### config.mk
export PLATFORM = sky130hd
export DESIGN_NAME = ole_cell
export DESIGN_NICKNAME = d
export VERILOG_FILES = /design/src/rtl/ole_pkg.sv /design/src/rtl/ole_cell.sv
export SDC_FILE = /design/constraint.sdc
export NUM_CORES = 1
export LEC_CHECK = 0
export BUFFER_PORTS_ARGS = -buffer_cell sky130_fd_sc_hd__buf_2
export CAP_MARGIN = 20
export CORE_MARGIN = 2
export CORE_UTILIZATION = 41
export DETAILED_ROUTE_END_ITERATION = 8
export GPL_TIMING_DRIVEN = 0
export PLACE_DENSITY_LB_ADDON = 0.15
export SYNTH_ARGS = -nofsm -noshare
export SYNTH_HDL_FRONTEND = slang
export SYNTH_SLANG_ARGS = --single-unit
export TNS_END_PERCENT = 20
### constraint.sdc
create_clock -name aclk -period 3.5 [get_ports aclk]
set_input_delay 0.7 -clock aclk [delete_from_list [all_inputs] [get_ports aclk]]
set_output_delay 0.7 -clock aclk [all_outputs]
set_load 0.05 [all_outputs]
### src/rtl/ole_pkg.sv
// Types and constants of the ordered list engine.
`default_nettype none

package ole_pkg;

    // command codes
    typedef enum logic [2:0] {
        CMD_GET  = 3'd0,
        CMD_SET  = 3'd1,
        CMD_DEL  = 3'd2,
        CMD_INS  = 3'd3,
        CMD_CNT  = 3'd4,
        CMD_FIND = 3'd5
    } cmd_t;

    // result status codes
    typedef enum logic [1:0] {
        ST_OK    = 2'd0,
        ST_RANGE = 2'd1,
        ST_FULL  = 2'd2
    } status_t;

    typedef enum logic [1:0] {
        S_IDLE,
        S_SCAN,
        S_FINISH
    } state_t;

    // field widths
    localparam int CMD_W    = 3;
    localparam int POS_W    = 7;
    localparam int WORD_W   = 32;
    localparam int DATA_W   = 32;
    localparam int AT_W     = 6;
    localparam int MCNT_W   = 7;
    localparam int OCC_W    = 7;
    localparam int STAT_W   = 2;

    // input beat layout
    localparam int S_CMD_LSB  = 0;
    localparam int S_POS_LSB  = S_CMD_LSB + CMD_W;
    localparam int S_WORD_LSB = S_POS_LSB + POS_W;
    localparam int S_BITS     = S_WORD_LSB + WORD_W;
    localparam int S_TDATA_W  = ((S_BITS + 7) / 8) * 8;

    // output beat layout
    localparam int M_DATA_LSB = 0;
    localparam int M_HIT_LSB  = M_DATA_LSB + DATA_W;
    localparam int M_AT_LSB   = M_HIT_LSB + 1;
    localparam int M_MCNT_LSB = M_AT_LSB + AT_W;
    localparam int M_OCC_LSB  = M_MCNT_LSB + MCNT_W;
    localparam int M_STAT_LSB = M_OCC_LSB + OCC_W;
    localparam int M_BITS     = M_STAT_LSB + STAT_W;
    localparam int M_TDATA_W  = ((M_BITS + 7) / 8) * 8;

    // update strobes broadcast to every cell
    typedef struct packed {
        logic             set_en;
        logic             ins_en;
        logic             del_en;
        logic [POS_W-1:0] pos;
    } cell_ctrl_t;

endpackage

`default_nettype wire

### src/rtl/ole_cell.sv
// One list cell: an entry with its valid bit, plus one stage of the search pass.
`default_nettype none

module ole_cell
    import ole_pkg::*;
#(
    parameter int INDEX     = 0,
    parameter int WORD_BITS = 32,
    parameter int CW        = 7,
    parameter int IW        = 6
) (
    input  wire logic                 aclk,
    input  wire logic                 aresetn,
    input  wire cell_ctrl_t           ctrl,
    input  wire logic [WORD_BITS-1:0] word_i,
    input  wire logic [WORD_BITS-1:0] left_entry,
    input  wire logic                 left_valid,
    input  wire logic [WORD_BITS-1:0] right_entry,
    input  wire logic                 right_valid,
    output logic      [WORD_BITS-1:0] entry_o,
    output logic                      valid_o,
    input  wire logic [CW-1:0]        acc_cnt_i,
    input  wire logic                 acc_hit_i,
    input  wire logic [IW-1:0]        acc_at_i,
    input  wire logic [WORD_BITS-1:0] acc_data_i,
    output logic      [CW-1:0]        acc_cnt_o,
    output logic                      acc_hit_o,
    output logic      [IW-1:0]        acc_at_o,
    output logic      [WORD_BITS-1:0] acc_data_o
);

    logic [WORD_BITS-1:0] entry_reg, entry_next;
    logic                 valid_reg, valid_next;
    logic [CW-1:0]        cnt_reg, cnt_next;
    logic                 hit_reg, hit_next;
    logic [IW-1:0]        at_reg, at_next;
    logic [WORD_BITS-1:0] data_reg, data_next;
    logic                 is_pos, above_pos, match;

    assign is_pos    = (32'(ctrl.pos) == 32'(INDEX));
    assign above_pos = (32'(INDEX) > 32'(ctrl.pos));
    assign match     = valid_reg && (entry_reg == word_i);

    // entry update: write in place, shift up from the left, shift down from the right
    always_comb begin
        entry_next = entry_reg;
        valid_next = valid_reg;
        if (ctrl.set_en && is_pos) begin
            entry_next = word_i;
        end else if (ctrl.ins_en && is_pos) begin
            entry_next = word_i;
            valid_next = 1'b1;
        end else if (ctrl.ins_en && above_pos) begin
            entry_next = left_entry;
            valid_next = left_valid;
        end else if (ctrl.del_en && (is_pos || above_pos)) begin
            entry_next = right_entry;
            valid_next = right_valid;
        end
    end

    // search stage: running match count, first hit, word at the addressed cell
    always_comb begin
        cnt_next  = acc_cnt_i + CW'(match);
        hit_next  = acc_hit_i | match;
        at_next   = (match && !acc_hit_i) ? IW'(INDEX) : acc_at_i;
        data_next = is_pos ? entry_reg : acc_data_i;
    end

    always_ff @(posedge aclk) begin
        if (!aresetn) begin
            valid_reg <= 1'b0;
        end else begin
            valid_reg <= valid_next;
        end
    end

    always_ff @(posedge aclk) begin
        entry_reg <= entry_next;
        cnt_reg   <= cnt_next;
        hit_reg   <= hit_next;
        at_reg    <= at_next;
        data_reg  <= data_next;
    end

    assign entry_o    = entry_reg;
    assign valid_o    = valid_reg;
    assign acc_cnt_o  = cnt_reg;
    assign acc_hit_o  = hit_reg;
    assign acc_at_o   = at_reg;
    assign acc_data_o = data_reg;

endmodule

`default_nettype wire

# Word-level counts from Yosys, hierarchy flattened
# Index checks and enable logic that the tools add are counted.
# word_totals
register_bits	79
inputBits	156
out_inout_bits	79
word_cells	26
# op_classes
addsub	1
eq_ne	1
n_mux	6
bitwise	2
n_reduce_logical	10
# op_table
cell	count
$mux W32	4
$eq A32 B32 Y1	1
$add A7 B1 Y7	1
$logic_not A7 Y1	1
$logic_and A1 B1 Y1	5
$reduce_bool A3 Y1	1
$mux W1	2
$reduce_and A2 Y1	1
$reduce_bool A2 Y1	1
$logic_not A1 Y1	1
$not A1 Y1	1
$or A1 B1 Y1	1

# Longest topological paths before layout
# depth
word_depth	5
mapped_depth	9
ltp_nobuf	9

# Worst setup path after synthesis
# OpenSTA, ideal clock, no wires.
# synth_path
kind	input port to flip-flop
startpoint	input word_i[5]
endpoint	register cnt_reg[6] (netlist: acc_cnt_o[6])
setup_ps	118
arrival_ps	2570
t_required_ps	3382
path_slack_ps	811
stages	9
path_buffers	0
cell_sequence	nor2b_1 -> a2111o_1 -> nor4_4 -> and4_1 -> ha_1 -> ha_1 -> and3_1 -> nand3_1 -> xnor2_1
# synth_via
elab_chain_len	3
# synth_rtl
element	line_no	rtl
from (decl)	ole_cell.sv:15	input wire logic [WORD_BITS-1:0] word_i,
$eq A32 B32 Y1	ole_cell.sv:42	assign match = valid_reg && (entry_reg == word_i);
$logic_and A1 B1 Y1	ole_cell.sv:42	
$add A7 B1 Y7	ole_cell.sv:64	cnt_next = acc_cnt_i + CW'(match);
named net cnt_next[6]	ole_cell.sv:34	logic [CW-1:0] cnt_reg, cnt_next;
to (signal assigned)	ole_cell.sv:80	cnt_reg <= cnt_next;
to (decl)	ole_cell.sv:34	
# The timed path passes the listed nets, and every way through them passes these cells.
# A chain may end at the register's enable or synchronous reset.

# Final worst setup path
# layout_path
startpoint	register entry_reg[30] (netlist: entry_o[30])
endpoint	register cnt_reg[6] (netlist: acc_cnt_o[6])
# layout_via
elab_chain_len	3
# layout_rtl
element	line_no	rtl
from (decl)	ole_cell.sv:32	logic [WORD_BITS-1:0] entry_reg, entry_next;
from (signal assigned)	ole_cell.sv:79	entry_reg <= entry_next;
$eq A32 B32 Y1	ole_cell.sv:42	
$logic_and A1 B1 Y1	ole_cell.sv:42	
$add A7 B1 Y7	ole_cell.sv:64	
named net cnt_next[6]	ole_cell.sv:34	
# The timed path passes the listed nets, and every way through them passes these cells.

==> flow_summary_export.csv <==
group,metric,value,unit
logic_synthesis,synth_area_leaders,"edfxtp_1 (28%), dfxtp_1 (28%), mux2_2 (19%)",
die,fp.dieH,94.81,um
global_route,grt.total_usage,20.00,%
setup_path,critical_path_arrival,3.03,ns
hold_path,hold_start,"acc_cnt_i[6]",
timing,tns,0,ns
setup_path,timing.critical_path.to_type,"flop",
hold_path,hold_class,"in2reg",
cts,clockBufferDepth,2,
routing,drt-initial-drc-count,58,
setup_path,path_cells,"xnor2_1 > nand4_1 > nor3_1 > and4_1 > ha_1 > ha_1 > and3_1 > nand3_1 > xnor2_1",
global_route,grt_max_degree,33,
timing,setup_viol,0,
global_route,grt_pass1_wl,13.49,mm
setup_path,critical_path.max_fanout,8,
power,irDropWorstVdd,0.0002069,V
logic_synthesis,synth-edff-count,32,
global_route,grt_pass1_vias,2782,
finish,finalInstanceArea,4711,um2
die,start_util,41.77,%
setup_path,crit_slowest_cell,"nor3_1",
setup_path,setup.worst_path.start,"entry_o[30]",
die,rows,33,
timing,whs,0.5375,ns
cts,cts_hold_buf,0,
routing,drc,0,
setup_path,path_class,"reg2reg",
die,die_area,8988,um2
status,run_status,"finished clean",
logic_synthesis,synth.distinct_cells,36,
finish,diodes,0,
timing,finClkSkew,0.01462,ns
global_route,grt_overflow,0,
logic_synthesis,ys_top_cells_by_count,"mux2_2 (56), dfxtp_1 (47), edfxtp_1 (32)",
cts,h-tree-depth,3,
finish,fin_nets,623,
logic_synthesis,synth_largest_area_cell,"edfxtp_1",
die,io_pins,235,
cts,root_buffer,"clkbuf_8",
timing,rsz0062_at_grt,"no",
routing,totalWireLength,9.173,mm
finish,fill_cells,754,
power,power_density,416.1,nW/um2
logic_synthesis,synth_top_area_share,28.42,%
routing,vias,2770,
logic_synthesis,synth_area_per_cell,13.36,um2
logic_synthesis,ys_ff_latch,79,
placement,dpl-instance-area,4521,um2
cts,cts_tree,"built",
timing,slew_viol_final,0,
setup_path,critPathMaxStageDelay,0.81,ns
timing,tightest_slew,0.9940,ns
routing,avgRoutedWirePerCell,15.95,um
cts,cts_buffers,9,
setup_path,reg2reg_from,"entry_o[30]",
cts,clk_pin_slew,0.09,ns
die,fp.coreArea,8093,um2
timing,max_freq,359.4,MHz
finish,drive_above_1_share,61.06,%
placement,hpwl,7.040,mm
logic_synthesis,syn-cell-area,3381,um2
power,p_total,1960,uW
timing,finalCritPeriodShare,79.50,%
cts,post_cts_buffers,0,
placement,io_buffers,201,
logic_synthesis,async_flop_share,0,%
timing,hold_viol,0,
logic_synthesis,synth_most_common_cell,"mux2_2",
finish,syn_to_final_growth,39.34,%
placement,place_congestion,0.7298,
cts,clock_sinks,79,
logic_synthesis,yosys_warnings,0,
logic_synthesis,syn_nets,411,
power,leakagePower,0.002152,uW
logic_synthesis,netlist_instances,253,
job,maxCapViolations,0,
global_route,antenna_found_initial,0,
routing,first_pass_iters,4,
setup_path,crit_required,3.75,ns
logic_synthesis,synth_seq_area_share,56.25,%
timing,maxSlewHeadroom,33.22,%
timing,layout_min_cycle_time,2.783,ns
cts,cts_resized,0,
routing,antenna_left,0,
logic_synthesis,synthFlopType,"dfxtp_1",
die,die_w,94.81,um
setup_path,start_kind,"flop",
routing,viasPerCell,4.817,
cts,clk_latency,0.35,ns
## state kept, by name, summed over array words and instances, names as in the netlist
name	count
acc_cnt_o	7
entry_o	32
valid_o	1
acc_data_o	32
acc_hit_o	1
acc_at_o	6
## where the power goes
part	switching [uW]	internal, uW	total [uW]
combinational	185	117	302
sequential	9.20	988	998
clock	339	321	660
## final cells by class
class	count	area, um2	share of cell area, %
clock buffers	12	166.4	3.533
well taps	105	131.4	2.789
flip-flops and latches	79	1902	40.37
clock inverters	4	23.77	0.5046
multi-input cells	154	1399	29.69
plain buffers	6	30.03	0.6374
inverters	14	52.55	1.116
repair buffers	201	1006	21.35
## cells by family (layout without fill, tap and decap cells)
group                      count (synthesis)  in the layout  share of synthesized area (%)
DFF                                       79             79                          56.25
buffers and inverters                     20            237                          2.443
and+or+nand+nor                           46             46                          9.068
adders and majority gates                  2              2                         0.7401
muxes                                     57             57                          18.99
AOI/OAI and AO/OA                         25             25                          6.292
xor gates and xnor gates                  24             24                          6.218
## stage by stage
| step | utilization (%) | instances | setup WS [ns] |
|---|---|---|---|
| final | 58.21 | 575 | 0.7174 |
| after floorplan | - | 253 | 0.8115 |
| after detailed placement | 55.86 | 559 | 0.3593 |
| after global routing | 58.21 | 575 | 0.5625 |
| after CTS | 58.21 | 575 | 0.6859 |
| after global placement | 55.83 | 559 | 0.2633 |
## layout by cell type (no fill, tap or decap), types with 2 or more instances in the layout
cell / Yosys / final
a2111o_1: 4 / 4
o22ai_1: 2 / 2
o21ai_0: 7 / 7
edfxtp_1: 32 / 32
nor2b_1: 11 / 11
xnor2_1: 20 / 20
nand2_1: 8 / 7
nor4_4: 2 / 2
nand2_2: 1 / 2
dfxtp_1: 47 / 47
a41oi_1: 6 / 6
buf_2: 6 / 207
and3_1: 2 / 2
mux2_2: 56 / 56
nand2b_1: 2 / 2
nor4_2: 2 / 2
nand4_1: 3 / 3
ha_1: 2 / 2
nand3_1: 6 / 6
xor2_1: 4 / 4
inv_1: 14 / 14
nor3_1: 2 / 2
clkbuf_8: 0 / 10
inv_4: 0 / 3
## worst paths after layout
path	endpoint	slack, ns	cells after the start
setup / recovery	acc_cnt_o[6]	0.72	9
hold / removal	acc_cnt_o[6]	0.54	2
setup reg to reg	acc_cnt_o[6]	0.72	9
hold reg to reg	acc_data_o[19]	0.56	1
## per-layer routing
layer,track usage [%],wire length [um]
met3,5.347,736
met4,6.159,80
met2,34.87,4574
met1,24.02,3781
met5,0,0
## critical path: cells and delay by family (launching register included)
kind | cells | cell delay, ns
and+or+nand+nor | 5 | 1.55
xor gates and xnor gates | 2 | 0.33
DFF | 1 | 0.44
adders and majority gates | 2 | 0.37
(Power assumes the default switching activity.)
